File: config.mk
export PLATFORM = sky130hd
export DESIGN_NAME = multi_slot_software_timer_flat
export DESIGN_NICKNAME = d
export VERILOG_FILES = /design/src/design/mst_pkg.sv /design/src/design/mst_if.sv /design/src/design/mst_cell.sv /design/src/design/mst_time.sv /design/src/design/multi_slot_software_timer.sv /design/src/flat_wrapper.sv
export SDC_FILE = /design/constraint.sdc
export NUM_CORES = 2
export LEC_CHECK = 0
export ABC_AREA = 1
export ABC_CLOCK_PERIOD_IN_PS = 7000
export BUFFER_PORTS_ARGS = -buffer_cell sky130_fd_sc_hd__buf_2
export CAP_MARGIN = 30
export CORE_MARGIN = 2
export CORE_UTILIZATION = 35
export CTS_CLUSTER_DIAMETER = 80
export DETAILED_ROUTE_END_ITERATION = 10
export SLEW_MARGIN = 10
export SYNTH_ARGS = -nofsm -noshare
export SYNTH_HDL_FRONTEND = slang
export SYNTH_HIERARCHICAL = 1
export SYNTH_SLANG_ARGS = --single-unit
File: constraint.sdc
create_clock -name clk_i -period 7 [get_ports clk_i]
set_input_delay 0.7 -clock clk_i [delete_from_list [all_inputs] [get_ports clk_i]]
set_output_delay 0.7 -clock clk_i [all_outputs]
set_load 0.05 [all_outputs]
File: src/design/mst_pkg.sv
`timescale 1ns / 1ps
// Shared constants, codes and types for the multi-slot software timer.
package mst_pkg;

  localparam int unsigned SLOT_COUNT = 8;
  localparam int unsigned CNT_W = $clog2(SLOT_COUNT + 1);
  localparam int unsigned IDX_W = (SLOT_COUNT > 1) ? $clog2(SLOT_COUNT) : 1;

  localparam logic [15:0] TPS_RESET    = 16'd1000;
  localparam logic [15:0] STROBE_RESET = 16'd50;

  typedef enum logic [2:0] {
    REQ_TICK       = 3'd0,
    REQ_ADD        = 3'd1,
    REQ_RESTART    = 3'd2,
    REQ_DISABLE    = 3'd3,
    REQ_SET_PERIOD = 3'd4,
    REQ_GET_PERIOD = 3'd5,
    REQ_SET_EPOCH  = 3'd6,
    REQ_READ_TIME  = 3'd7
  } req_e;

  typedef enum logic [2:0] {
    KIND_ACK    = 3'd0,
    KIND_FIRED  = 3'd1,
    KIND_STROBE = 3'd2,
    KIND_FULL   = 3'd3,
    KIND_BAD    = 3'd4
  } kind_e;

  typedef enum logic [0:0] {
    CFG_TPS    = 1'b0,
    CFG_STROBE = 1'b1
  } cfg_reg_e;

  typedef enum logic [2:0] {
    S_IDLE  = 3'b001,
    S_SCAN  = 3'b010,
    S_FLUSH = 3'b100
  } state_e;

  // Broadcast to every slot cell; slot ops apply to the selected cell only, scan controls to all.
  typedef struct packed {
    logic        add;
    logic        restart;
    logic        disable_slot;
    logic        set_period;
    logic [31:0] period;
    logic        enable_now;
    logic        repeat_mode;
    logic [31:0] now;
    logic        scan_start;
    logic        scan_step;
    logic        scan_clear;
  } cell_cmd_t;

  typedef struct packed {
    logic [2:0]  kind;
    logic [2:0]  slot_index;
    logic [31:0] value;
    logic [31:0] time_seconds;
    logic [31:0] time_ms;
    logic        last;
  } rsp_t;

endpackage

File: src/design/mst_if.sv
`timescale 1ns / 1ps
// Handshake interfaces for the request, response and configuration channels.
interface mst_req_if;
  logic        valid;
  logic        ready;
  logic [2:0]  req_type;
  logic [2:0]  slot;
  logic [31:0] period;
  logic        enable_now;
  logic        repeat_mode;
  logic [31:0] epoch_value;

  modport source (
    output valid, req_type, slot, period, enable_now, repeat_mode, epoch_value,
    input  ready
  );
  modport sink (
    input  valid, req_type, slot, period, enable_now, repeat_mode, epoch_value,
    output ready
  );
endinterface

interface mst_rsp_if;
  logic        valid;
  logic        ready;
  logic [2:0]  kind;
  logic [2:0]  slot_index;
  logic [31:0] value;
  logic [31:0] time_seconds;
  logic [31:0] time_ms;
  logic        last;

  modport source (
    output valid, kind, slot_index, value, time_seconds, time_ms, last,
    input  ready
  );
  modport sink (
    input  valid, kind, slot_index, value, time_seconds, time_ms, last,
    output ready
  );
endinterface

interface mst_cfg_if;
  logic        valid;
  logic        ready;
  logic [0:0]  index;
  logic [15:0] data;

  modport source (output valid, index, data, input ready);
  modport sink (input valid, index, data, output ready);
endinterface

File: src/design/mst_cell.sv
`timescale 1ns / 1ps
// One timer slot cell: period, start, enable and repeat, plus the scan token.
module mst_cell (
  input  logic                  clk_i,
  input  logic                  rst_ni,
  input  mst_pkg::cell_cmd_t    cmd_i,
  input  logic                  sel_i,
  input  logic                  tok_i,
  output logic                  tok_o,
  output logic                  fire_o,
  output logic [31:0]           period_o
);

  logic [31:0] period_q;
  logic [31:0] start_q;
  logic        en_q;
  logic        rep_q;
  logic        tok_q;
  logic [31:0] elapsed;

  // modular elapsed time, wraps with the ticker
  assign elapsed  = cmd_i.now - start_q;
  assign fire_o   = tok_q & en_q & (elapsed >= period_q);
  assign tok_o    = tok_q;
  assign period_o = period_q;

  always_ff @(posedge clk_i or negedge rst_ni) begin
    if (!rst_ni) begin
      period_q <= '0;
      start_q  <= '0;
      en_q     <= 1'b0;
      rep_q    <= 1'b0;
      tok_q    <= 1'b0;
    end else begin
      if (cmd_i.scan_clear) begin
        tok_q <= 1'b0;
      end else if (cmd_i.scan_start || cmd_i.scan_step) begin
        tok_q <= tok_i;
      end

      if (fire_o && cmd_i.scan_step) begin
        en_q    <= rep_q;
        start_q <= start_q + period_q;
      end else if (sel_i) begin
        if (cmd_i.add) begin
          period_q <= cmd_i.period;
          rep_q    <= cmd_i.repeat_mode;
          en_q     <= cmd_i.enable_now;
          if (cmd_i.enable_now) begin
            start_q <= cmd_i.now;
          end
        end
        if (cmd_i.restart) begin
          start_q <= cmd_i.now;
          en_q    <= 1'b1;
        end
        if (cmd_i.disable_slot) begin
          en_q <= 1'b0;
        end
        if (cmd_i.set_period) begin
          period_q <= cmd_i.period;
        end
      end
    end
  end

endmodule

File: src/design/mst_time.sv
`timescale 1ns / 1ps
// Millisecond ticker, epoch seconds with sub-second accumulator, strobe counter.
module mst_time (
  input  logic        clk_i,
  input  logic        rst_ni,
  input  logic        tick_i,
  input  logic        epoch_wr_i,
  input  logic [31:0] epoch_val_i,
  input  logic [15:0] tps_i,
  input  logic [15:0] strobe_int_i,
  output logic [31:0] ms_o,
  output logic [31:0] epoch_o,
  output logic        strobe_hit_o
);

  logic [31:0] ms_q, ms_d;
  logic [31:0] epoch_q, epoch_d;
  logic [15:0] frac_q, frac_d;
  logic [15:0] strobe_q, strobe_d;
  logic [15:0] frac_inc;
  logic [15:0] strobe_inc;

  assign frac_inc     = frac_q + 16'd1;
  assign strobe_inc   = strobe_q + 16'd1;
  assign strobe_hit_o = tick_i & (strobe_inc == strobe_int_i);

  always_comb begin
    ms_d     = ms_q;
    epoch_d  = epoch_q;
    frac_d   = frac_q;
    strobe_d = strobe_q;
    if (tick_i) begin
      ms_d = ms_q + 32'd1;
      if (frac_inc >= tps_i) begin
        epoch_d = epoch_q + 32'd1;
        frac_d  = frac_inc - tps_i;
      end else begin
        frac_d = frac_inc;
      end
      strobe_d = strobe_hit_o ? 16'd0 : strobe_inc;
    end
    if (epoch_wr_i) begin
      epoch_d = epoch_val_i;
    end
  end

  always_ff @(posedge clk_i or negedge rst_ni) begin
    if (!rst_ni) begin
      ms_q     <= '0;
      epoch_q  <= '0;
      frac_q   <= '0;
      strobe_q <= '0;
    end else begin
      ms_q     <= ms_d;
      epoch_q  <= epoch_d;
      frac_q   <= frac_d;
      strobe_q <= strobe_d;
    end
  end

  assign ms_o    = ms_q;
  assign epoch_o = epoch_q;

endmodule

File: src/design/multi_slot_software_timer.sv
`timescale 1ns / 1ps
// Top level: request sequencer, slot cell chain, time counters and response register.
//
//   channel | dir | transaction
//   req     | in  | one request: tick, add, restart, disable, set/get period, epoch, time
//   rsp     | out | one result; last marks the final result of a request
//   cfg     | in  | register write: 0 ticks_per_second, 1 strobe_interval
//
// A non-tick request's result is registered and appears in the next cycle.
// A tick walks a token along the used slot cells, one cell per cycle unless it is held;
// then a flush state drains the held result and, if one is pending, the strobe.
// Results are sent in slot order; the token holds while a new firing finds the held
// one waiting and the response register full and not being read.
// Reset clears all counters and slots; cfg writes are taken at any cycle.
module multi_slot_software_timer (
  input  logic       clk_i,
  input  logic       rst_ni,
  mst_req_if.sink    req,
  mst_rsp_if.source  rsp,
  mst_cfg_if.sink    cfg
);

  localparam int unsigned SC = mst_pkg::SLOT_COUNT;
  localparam int unsigned CW = mst_pkg::CNT_W;
  localparam int unsigned IW = mst_pkg::IDX_W;

  mst_pkg::state_e    state_q, state_d;
  logic [CW-1:0]      used_q, used_d;
  logic [IW-1:0]      pos_q, pos_d;
  logic               hold_valid_q, hold_valid_d;
  logic [IW-1:0]      hold_idx_q, hold_idx_d;
  logic               strobe_pend_q, strobe_pend_d;
  logic [15:0]        tps_q;
  logic [15:0]        strobe_int_q;
  mst_pkg::rsp_t      rsp_q, push_rsp;
  logic               rsp_valid_q;
  logic               push;
  logic               push_ok;
  logic               req_acc;
  mst_pkg::cell_cmd_t cmd;
  logic               tick;
  logic               epoch_wr;
  logic [31:0]        ms;
  logic [31:0]        epoch;
  logic               strobe_hit;
  logic [SC-1:0]      add_sel;
  logic [SC-1:0]      hdl_sel;
  logic [SC-1:0]      sel;
  logic [SC-1:0]      fire;
  logic [SC-1:0]      tok;
  logic [31:0]        cell_period [SC];
  logic [31:0]        rd_period;
  logic               handle_ok;
  logic               fire_any;
  logic               last_pos;
  logic               step;
  mst_pkg::req_e      req_type;

  assign push_ok   = !rsp_valid_q || rsp.ready;
  assign req.ready = (state_q == mst_pkg::S_IDLE) && push_ok;
  assign req_acc   = req.valid && req.ready;
  assign req_type  = mst_pkg::req_e'(req.req_type);
  assign cfg.ready = 1'b1;

  assign handle_ok = int'(req.slot) < int'(used_q);
  assign fire_any  = |fire;
  assign last_pos  = (CW'(pos_q) + CW'(1)) == used_q;
  assign sel       = cmd.add ? add_sel : hdl_sel;

  always_comb begin
    rd_period = '0;
    for (int i = 0; i < SC; i++) begin
      add_sel[i] = int'(used_q) == i;
      hdl_sel[i] = int'(req.slot) == i;
      if (hdl_sel[i]) begin
        rd_period = cell_period[i];
      end
    end
  end

  always_comb begin
    state_d        = state_q;
    used_d         = used_q;
    pos_d          = pos_q;
    hold_valid_d   = hold_valid_q;
    hold_idx_d     = hold_idx_q;
    strobe_pend_d  = strobe_pend_q;
    push           = 1'b0;
    push_rsp       = '0;
    tick           = 1'b0;
    epoch_wr       = 1'b0;
    step           = 1'b0;
    cmd            = '0;
    cmd.period     = req.period;
    cmd.enable_now = req.enable_now;
    cmd.repeat_mode = req.repeat_mode;
    cmd.now        = ms;

    unique case (state_q)
      mst_pkg::S_IDLE: begin
        if (req_acc) begin
          push_rsp.kind = mst_pkg::KIND_ACK;
          push_rsp.last = 1'b1;
          unique case (req_type) inside
            mst_pkg::REQ_TICK: begin
              tick          = 1'b1;
              strobe_pend_d = strobe_hit;
              hold_valid_d  = 1'b0;
              pos_d         = '0;
              if (used_q == '0) begin
                state_d = mst_pkg::S_FLUSH;
              end else begin
                state_d        = mst_pkg::S_SCAN;
                cmd.scan_start = 1'b1;
              end
            end
            mst_pkg::REQ_ADD: begin
              push = 1'b1;
              if (used_q == CW'(SC)) begin
                push_rsp.kind = mst_pkg::KIND_FULL;
              end else begin
                cmd.add             = 1'b1;
                push_rsp.slot_index = 3'(used_q);
                used_d              = used_q + CW'(1);
              end
            end
            mst_pkg::REQ_RESTART, mst_pkg::REQ_DISABLE,
            mst_pkg::REQ_SET_PERIOD, mst_pkg::REQ_GET_PERIOD: begin
              push = 1'b1;
              if (!handle_ok) begin
                push_rsp.kind = mst_pkg::KIND_BAD;
              end else begin
                cmd.restart      = req_type == mst_pkg::REQ_RESTART;
                cmd.disable_slot = req_type == mst_pkg::REQ_DISABLE;
                cmd.set_period   = req_type == mst_pkg::REQ_SET_PERIOD;
                if (req_type == mst_pkg::REQ_GET_PERIOD) begin
                  push_rsp.value = rd_period;
                end
              end
            end
            mst_pkg::REQ_SET_EPOCH: begin
              push     = 1'b1;
              epoch_wr = 1'b1;
            end
            mst_pkg::REQ_READ_TIME: begin
              push                  = 1'b1;
              push_rsp.time_seconds = epoch;
              push_rsp.time_ms      = ms;
            end
            default: begin
              push = 1'b1;
            end
          endcase
        end
      end

      mst_pkg::S_SCAN: begin
        // a new fire pushes out the held one, so it needs the output free
        step = !fire_any || !hold_valid_q || push_ok;
        if (step) begin
          cmd.scan_step = 1'b1;
          if (fire_any) begin
            if (hold_valid_q) begin
              push                = 1'b1;
              push_rsp.kind       = mst_pkg::KIND_FIRED;
              push_rsp.slot_index = 3'(hold_idx_q);
            end
            hold_valid_d = 1'b1;
            hold_idx_d   = pos_q;
          end
          pos_d = pos_q + IW'(1);
          if (last_pos) begin
            cmd.scan_clear = 1'b1;
            state_d        = mst_pkg::S_FLUSH;
          end
        end
      end

      mst_pkg::S_FLUSH: begin
        if (hold_valid_q) begin
          if (push_ok) begin
            push                = 1'b1;
            push_rsp.kind       = mst_pkg::KIND_FIRED;
            push_rsp.slot_index = 3'(hold_idx_q);
            push_rsp.last       = !strobe_pend_q;
            hold_valid_d        = 1'b0;
            if (!strobe_pend_q) begin
              state_d = mst_pkg::S_IDLE;
            end
          end
        end else if (strobe_pend_q) begin
          if (push_ok) begin
            push          = 1'b1;
            push_rsp.kind = mst_pkg::KIND_STROBE;
            push_rsp.last = 1'b1;
            strobe_pend_d = 1'b0;
            state_d       = mst_pkg::S_IDLE;
          end
        end else begin
          state_d = mst_pkg::S_IDLE;
        end
      end

      default: begin
        state_d = mst_pkg::S_IDLE;
      end
    endcase
  end

  always_ff @(posedge clk_i or negedge rst_ni) begin
    if (!rst_ni) begin
      state_q       <= mst_pkg::S_IDLE;
      used_q        <= '0;
      pos_q         <= '0;
      hold_valid_q  <= 1'b0;
      hold_idx_q    <= '0;
      strobe_pend_q <= 1'b0;
      rsp_valid_q   <= 1'b0;
    end else begin
      state_q       <= state_d;
      used_q        <= used_d;
      pos_q         <= pos_d;
      hold_valid_q  <= hold_valid_d;
      hold_idx_q    <= hold_idx_d;
      strobe_pend_q <= strobe_pend_d;
      if (push) begin
        rsp_valid_q <= 1'b1;
      end else if (rsp.ready) begin
        rsp_valid_q <= 1'b0;
      end
    end
  end

  always_ff @(posedge clk_i) begin
    if (push) begin
      rsp_q <= push_rsp;
    end
  end

  always_ff @(posedge clk_i or negedge rst_ni) begin
    if (!rst_ni) begin
      tps_q        <= mst_pkg::TPS_RESET;
      strobe_int_q <= mst_pkg::STROBE_RESET;
    end else if (cfg.valid) begin
      unique case (mst_pkg::cfg_reg_e'(cfg.index))
        mst_pkg::CFG_TPS:    tps_q        <= cfg.data;
        mst_pkg::CFG_STROBE: strobe_int_q <= cfg.data;
        default: ;
      endcase
    end
  end

  mst_time u_time (
    .clk_i        (clk_i),
    .rst_ni       (rst_ni),
    .tick_i       (tick),
    .epoch_wr_i   (epoch_wr),
    .epoch_val_i  (req.epoch_value),
    .tps_i        (tps_q),
    .strobe_int_i (strobe_int_q),
    .ms_o         (ms),
    .epoch_o      (epoch),
    .strobe_hit_o (strobe_hit)
  );

  assign tok[0] = cmd.scan_start;

  for (genvar g = 0; g < SC; g++) begin : g_cell
    if (g == SC - 1) begin : g_tail
      mst_cell u_cell (
        .clk_i    (clk_i),
        .rst_ni   (rst_ni),
        .cmd_i    (cmd),
        .sel_i    (sel[g]),
        .tok_i    (tok[g]),
        .tok_o    (),
        .fire_o   (fire[g]),
        .period_o (cell_period[g])
      );
    end else begin : g_body
      mst_cell u_cell (
        .clk_i    (clk_i),
        .rst_ni   (rst_ni),
        .cmd_i    (cmd),
        .sel_i    (sel[g]),
        .tok_i    (tok[g]),
        .tok_o    (tok[g+1]),
        .fire_o   (fire[g]),
        .period_o (cell_period[g])
      );
    end
  end

  assign rsp.valid        = rsp_valid_q;
  assign rsp.kind         = rsp_q.kind;
  assign rsp.slot_index   = rsp_q.slot_index;
  assign rsp.value        = rsp_q.value;
  assign rsp.time_seconds = rsp_q.time_seconds;
  assign rsp.time_ms      = rsp_q.time_ms;
  assign rsp.last         = rsp_q.last;

endmodule

File: src/flat_wrapper.sv
// flat-port wrapper written by rule: the top's interface ports become plain ports
module multi_slot_software_timer_flat 
  (clk_i, rst_ni, req_valid, req_req_type, req_slot, req_period, req_enable_now, req_repeat_mode, req_epoch_value, req_ready, rsp_valid, rsp_kind, rsp_slot_index, rsp_value, rsp_time_seconds, rsp_time_ms, rsp_last, rsp_ready, cfg_valid, cfg_index, cfg_data, cfg_ready);
  mst_req_if req_i ();
  mst_rsp_if rsp_i ();
  mst_cfg_if cfg_i ();
  input  logic clk_i;
  input  logic rst_ni;
  input wire logic [$bits(req_i.valid)-1:0] req_valid;
  input wire logic [$bits(req_i.req_type)-1:0] req_req_type;
  input wire logic [$bits(req_i.slot)-1:0] req_slot;
  input wire logic [$bits(req_i.period)-1:0] req_period;
  input wire logic [$bits(req_i.enable_now)-1:0] req_enable_now;
  input wire logic [$bits(req_i.repeat_mode)-1:0] req_repeat_mode;
  input wire logic [$bits(req_i.epoch_value)-1:0] req_epoch_value;
  output wire logic [$bits(req_i.ready)-1:0] req_ready;
  output wire logic [$bits(rsp_i.valid)-1:0] rsp_valid;
  output wire logic [$bits(rsp_i.kind)-1:0] rsp_kind;
  output wire logic [$bits(rsp_i.slot_index)-1:0] rsp_slot_index;
  output wire logic [$bits(rsp_i.value)-1:0] rsp_value;
  output wire logic [$bits(rsp_i.time_seconds)-1:0] rsp_time_seconds;
  output wire logic [$bits(rsp_i.time_ms)-1:0] rsp_time_ms;
  output wire logic [$bits(rsp_i.last)-1:0] rsp_last;
  input wire logic [$bits(rsp_i.ready)-1:0] rsp_ready;
  input wire logic [$bits(cfg_i.valid)-1:0] cfg_valid;
  input wire logic [$bits(cfg_i.index)-1:0] cfg_index;
  input wire logic [$bits(cfg_i.data)-1:0] cfg_data;
  output wire logic [$bits(cfg_i.ready)-1:0] cfg_ready;
  assign req_i.valid = req_valid;
  assign req_i.req_type = req_req_type;
  assign req_i.slot = req_slot;
  assign req_i.period = req_period;
  assign req_i.enable_now = req_enable_now;
  assign req_i.repeat_mode = req_repeat_mode;
  assign req_i.epoch_value = req_epoch_value;
  assign req_ready = req_i.ready;
  assign rsp_valid = rsp_i.valid;
  assign rsp_kind = rsp_i.kind;
  assign rsp_slot_index = rsp_i.slot_index;
  assign rsp_value = rsp_i.value;
  assign rsp_time_seconds = rsp_i.time_seconds;
  assign rsp_time_ms = rsp_i.time_ms;
  assign rsp_last = rsp_i.last;
  assign rsp_i.ready = rsp_ready;
  assign cfg_i.valid = cfg_valid;
  assign cfg_i.index = cfg_index;
  assign cfg_i.data = cfg_data;
  assign cfg_ready = cfg_i.ready;
  multi_slot_software_timer u_core (.clk_i(clk_i), .rst_ni(rst_ni), .req(req_i), .rsp(rsp_i), .cfg(cfg_i));
endmodule
* Word-level counts from Yosys, hierarchy flattened
Cells that the tools add are included.
W data, S select, Z words.
** Storage, ports and cells
- Bits in registers :: 783
- Input port bits :: 94
- Output and inout bits :: 106
- Logic and storage cells :: 412
** Cells by class
- Add/subtract/negate cells :: 24
- Order comparisons :: 10
- Equal/unequal tests :: 36
- Muxes and demuxes :: 149
- Bitwise operators :: 27
- Reductions and logical operators :: 107
** Operators with widths (count)
- $mux W32 :: 35
- $add A32 B32 Y32 :: 8
- $ge A32 B32 Y1 :: 8
- $sub A32 B32 Y32 :: 8
- $mux W103 :: 1
- $reduce_and A3 Y1 :: 26
- $mux W1 :: 70
- $add A32 B1 Y32 const B :: 2
- $mux W64 :: 1
- $mux W3 :: 21
- $reduce_bool A3 Y1 :: 17
- $add A16 B1 Y16 const B :: 2
- $mux W16 :: 2
- $reduce_bool A4 Y1 :: 8
- $reduce_bool A2 Y1 :: 15
- $eq A3 B3 Y1 const B :: 9
- $reduce_and A2 Y1 :: 11
- $eq A4 B4 Y1 const B :: 5
- $pmux W6 S3 :: 1
- $and A1 B1 Y1 :: 17
- $eq A16 B16 Y1 :: 1
- $ge A16 B16 Y1 :: 1
- $mux W4 :: 4
- $sub A16 B16 Y16 :: 1
- other kinds (30) :: 79

* Depth between registers and ports, before layout
- Word-level depth :: 14
- Gate-level depth with buffers :: 36
- Depth with buffers taken out :: 33

* Cells and area by module
Netlist, hierarchy kept.
** Modules (own cells, without submodules)
- mst_cell at u_core.g_cell[0].g_body.u_cell ... :: instances 5, cells an instance 1409, area an instance 8690.8 µm², sequential area each 1676.6 µm²
- mst_cell at u_core.g_cell[7].g_tail.u_cell :: instances 1, cells an instance 1407, area an instance 8643.3 µm², sequential area each 1676.6 µm²
- multi_slot_software_timer :: instances 1, cells an instance 1117, area an instance 8589.5 µm², sequential area each 4306.6 µm²
- mst_cell at u_core.g_cell[1].g_body.u_cell :: instances 1, cells an instance 1431, area an instance 8438.1 µm², sequential area each 1676.6 µm²
- mst_cell at u_core.g_cell[6].g_body.u_cell :: instances 1, cells an instance 1339, area an instance 8104.0 µm², sequential area each 1676.6 µm²
- mst_time :: instances 1, cells an instance 1123, area an instance 7389.6 µm², sequential area each 2402.3 µm²

* Worst setup path after synthesis
No wires, ideal clock.
- Path type :: register to register
- From :: register u_core.u_time.ms_q[1] (netlist: u_core/u_time/ms_o[1])
- To :: register u_core.rsp_q (netlist bit u_core/rsp.kind[0]) (enable)
- Library setup time :: 1212 ps
- Arrival time :: 6117 ps
- Required time :: 5788 ps
- Slack :: -329 ps
- Stages on the path, launching flop included :: 24
- Path buffers :: 1
- Clock period less this slack :: 7329 ps
- Path through :: dfrtp_1 > ha_1 > nand3_1 > nand2_1 > a21oi_1 > o21ai_0 > a21o_1 > nand2_1 > nand2_1 > xor2_1 > ha_1 > a21oi_1 > o21ai_0 > nand2_1 > a21oi_1 > nor2_2 > a21oi_4 > buf_2 > inv_1 > nand2_1 > nor2_1 > nand2_1 > nand4_1 > o211ai_1
** On the way
- Longest elaborated chain between the ends :: 9
- Elaborated cells on any way between the ends :: 31
- Classes of those cells :: add/sub: 8; order compare: 8; mux: 3; bitwise: 8; reduce/logical: 4
** Ends and longest elaborated chain
- from (decl) :: RTL line mst_time.sv:16 : logic [31:0] ms_q, ms_d;
- from (signal assigned) :: RTL line mst_time.sv:54 : ms_q <= ms_d;
- $sub A32 B32 Y32 * :: RTL line mst_cell.sv:22 : assign elapsed = cmd_i.now - start_q;
- $ge A32 B32 Y1 * :: RTL line mst_cell.sv:23 : assign fire_o = tok_q & en_q & (elapsed >= period_q);
- $and A1 B1 Y1 * :: RTL line mst_cell.sv:23
- named net u_core.fire[6] :: RTL line multi_slot_software_timer.sv:49 : logic [SC-1:0] fire;
- $reduce_or A8 Y1 * :: RTL line multi_slot_software_timer.sv:66 : assign fire_any = |fire;
- $logic_not A1 Y1 :: RTL line multi_slot_software_timer.sv:159 : step = !fire_any || !hold_valid_q || push_ok;
- $logic_or A1 B1 Y1 (2 in a row) :: RTL line multi_slot_software_timer.sv:159
- $mux W1 * :: RTL line multi_slot_software_timer.sv:160 : if (step) begin
- $pmux W1 S3 * :: RTL line multi_slot_software_timer.sv:99 : unique case (state_q)
- named net u_core.push :: RTL line multi_slot_software_timer.sv:37 : logic push;
- to (signal assigned) :: RTL line multi_slot_software_timer.sv:236 : rsp_q <= push_rsp;
- to (decl) :: RTL line multi_slot_software_timer.sv:35 : mst_pkg::rsp_t rsp_q, push_rsp;
The timed path passes the listed nets; every way through them passes the cells marked *.
A chain may end at the register's enable or synchronous reset.

==> results.toml <==
[clocking]
cts.sinks = 783
cts_max_path_buffers = 3
cts_root_buf = "clkbuf_16"
clk_latency_ns = 0.80
cts_tree = "built"
htreeDepth = 3
numCtsBuffers = 103
path_clk_slew_ns = 0.06

[sta]
whs_ns = 0.154
slew_headroom = 0.261
max_freq_mhz = 149
timing_worst_slew_pin_value_ns = 1.10
tns_ns = 0
slew_viol_final = 0
finalCriticalPeriod_ns = 6.69
setup_viol = 0
final.period_utilization = 0.956
hold_viol = 0
clock_skew_ns = 0.0585
grt_setup_unrepaired = "no"

[power]
p_leak_nw = 51.1
vdd_drop_max_uv = 228
power_density_nw_per_um2 = 395
finalPower_mw = 36.9

[cells_and_area]
area_delta_synth_final_pct = 10.4
fillers = 26300
layoutNonFillerInstCount = 16900
layout.nets = 14500
fin_area_sq_um = 93500
multi_input_area_sq_um = 54400
drive_gt1_frac = 0.0762
regArea_sq_um = 20200

[floorplanning]
core_area_sq_um = 241000
die-height_microns = 496
dieArea_sq_um = 246000
rows = 180
die_w_microns = 496
start_util = 0.352
io_pins = 200

[worst_setup_path]
end_kind = "flop"
required_ns = 7.71
critPathKind = "flop to flop"
regToRegSetupSlack_ns = 0.31
critPathMaxFanout = 32
crit_arrival_ns = 7.41
startpoint_type = "flop"

[grt]
gr-usage-all-layers = 0.287
first_global_vias = 82600
grt_pass1_wl_mm = 532
grt-ovfl-total = 0
antenna_found_initial = 9
grt_max_degree = 142

[synth]
synth_mux_area_frac = 0
syn_area_sq_um = 84600
synth_cell_type_count = 59
yosys.area_share.xor_xnor = 0.0414
syn_area_per_cell_sq_um = 6.29
ys_seq_elements = 783
synthTopCellsByArea = "nand2_1, dfrtp_1, ha_1"
ys_async_sr_fraction = 0.868
seq_area_frac_synth = 0.238
yosys.area_share.adder = 0.119
yosysWarnings = 6
syn_inst = 13500
synth_nets = 14400
synth_edf_count = 103
yosys.area_share.simple = 0.393
synthFlopType = "dfrtp_1"
synth-compound-area-share = 0.0870
synth_top_area_frac = 0.208
synth_top_family_by_area = "simple AND/OR/NAND/NOR gates"
synth_top_area_cell = "nand2_1"

[route]
antenna_left = 0
wl_per_cell_microns = 21.4
first_iter_violations = 8691
num_vias = 88100
drt_wl_total_mm = 361
drcViolationCount = 0
first_pass_iters = 8
vias_per_cell = 5.21

[place]
placed_area_sq_um = 89600
dp_hpwl_mm = 286
place_congestion = 1.03
io_buffers = 198
dp.cells = 16700

[job]
cap_viol_max_count = 0

[worst_hold_path]
min_path_type = "primary input to flop"

[outcome]
outcome = "finished clean"
## final timing paths
kind,cells past startpoint,startpoint,end
worst max-delay path,25,u_core/u_time/ms_o[4]$_DFFE_PN0P_,u_core/g_cell[4].g_body.u_cell/period_o[31]$_DFFE_PN0P_
worst min-delay path,3,req_epoch_value[30],u_core/u_time/epoch_o[30]$_DFFE_PN0P_
worst max register to register,25,u_core/u_time/ms_o[4]$_DFFE_PN0P_,u_core/g_cell[4].g_body.u_cell/period_o[31]$_DFFE_PN0P_
worst min register to register,2,u_core/g_cell[5].g_body.u_cell/rep_q$_DFFE_PN0P_,u_core/g_cell[5].g_body.u_cell/rep_q$_DFFE_PN0P_
max in group asynchronous,4,rst_ni,u_core/g_cell[6].g_body.u_cell/start_q[24]$_DFFE_PN0P_
min in group asynchronous,2,rst_ni,u_core/u_time/epoch_o[23]$_DFFE_PN0P_
## area by class of cell
class | instances | area share
diodes | 7 | 0.000187
clock buffers | 132 | 0.0303
repair buffers | 366 | 0.0292
well taps | 3185 | 0.0426
clock inverters | 63 | 0.00989
flip-flops and latches | 783 | 0.216
inverters | 2243 | 0.0901
multi-input cells | 10100 | 0.582
## power by group
group | switching [mW] | internal [mW] | leakage [nW]
clock network | 2.44 | 3.52 | 1.80
registers | 2.65 | 5.95 | 9.99
logic | 14.4 | 7.99 | 39.3
## per-stage QoR
step | util | setup WS [ns]
3_3_place_gp | 0.372 | 0.399
6_report | 0.389 | 0.305
3_5_place_dp | 0.373 | 0.389
5_1_grt | 0.388 | 0.00460
4_1_cts | 0.388 | 0.377
2_1_floorplan | - | 0.00327
## synthesized netlist by cell type (all sizes together) (18+ instances only)
library cell,instances
nand2,4723
inv,2225
nand3,1290
nor2,1044
ha,779
dfrtp,670
a21oi,627
o21ai,434
xor2,273
nand4,258
buf,200
nor3,160
xnor2,127
clkbuf,111
edfxtp,103
o21bai,76
and2,50
nand3b,49
a21o,45
a31oi,30
o21a,30
a21boi,22
clkinv,18
## logic make-up after synthesis
| group | Yosys count |
|---|---|
| compound gates | 1320 |
| xor+xnor | 400 |
| fa+ha+maj | 796 |
| buf+inv | 2554 |
| flops | 783 |
| other cells | 1 |
| simple gates | 7608 |
## placed cells by master (no fill, tap or decap), drive strengths merged, types with 76 or more instances in the layout
cell type  Yosys  final
nor2        1044   1044
inv         2225   2242
nand2       4723   4723
nor3         160    160
dfrtp        670    670
xnor2        127    127
buf          200    365
o21bai        76     76
xor2         273    273
nand3       1290   1290
edfxtp       103    103
clkbuf       111    132
o21ai        434    434
a21oi        627    627
ha           779    779
nand4        258    258
## state kept, by name, indices dropped and copies added (netlist names), 3 cells and up
register and flops:
u_core/u_time/ms_o 32, u_core/g_cell.g_body.u_cell/rep_q 7, u_core/rsp.value 32, u_core/g_cell.g_tail.u_cell/start_q 32
u_core/g_cell.g_body.u_cell/tok_o 7, u_core/g_cell.g_body.u_cell/period_o 224, u_core/hold_idx_q 3, u_core/g_cell.g_body.u_cell/start_q 224
u_core/pos_q 3, u_core/used_q 4, u_core/rsp.kind 3, u_core/u_time/frac_q 16
u_core/g_cell.g_tail.u_cell/period_o 32, u_core/g_cell.g_body.u_cell/en_q 7, u_core/strobe_int_q 16, u_core/state_q 3
u_core/rsp.time_ms 32, u_core/tps_q 16, u_core/u_time/epoch_o 32, u_core/rsp.time_seconds 32
u_core/u_time/strobe_q 16, u_core/rsp.slot_index 3
## critical path: stages (launching register included)
cell     delay (ns)
dfrtp_2        0.91
ha_1           0.41
a21o_1         0.19
a21oi_1        0.25
o21ai_0        0.23
nand3_1        0.12
nand2_1        0.16
nand2_1        0.10
nand2_1        0.06
xor2_1         0.20
ha_1           0.28
a21oi_1        0.16
o21a_1         0.13
a21oi_1        0.07
nor2_2         0.27
a21oi_4        0.10
inv_1          0.13
nand2_1        0.11
nor2_1         0.47
nand2_1        0.32
a21oi_4        0.28
buf_12         0.28
nand3_4        0.40
nand2_2        0.70
nand2_1        0.13
nand2_1        0.11
## repair_timing
action	in CTS	in global routing
endpoints found under the setup margin	0	35
setup buffers	0	0
hold buffers	1	0
endpoints found under the hold margin	57	0
gates resized for setup	0	2
## metal layers
layer	vias up	share of wire	GRT usage
li1	43000	-	-
met1	40800	0.42	0.368
met2	3462	0.44	0.454
met3	816	0.075	0.0449
met4	4	0.072	0.175
met5	-	0.000058	0
Note: power is estimated with default switching activity, not from simulation.
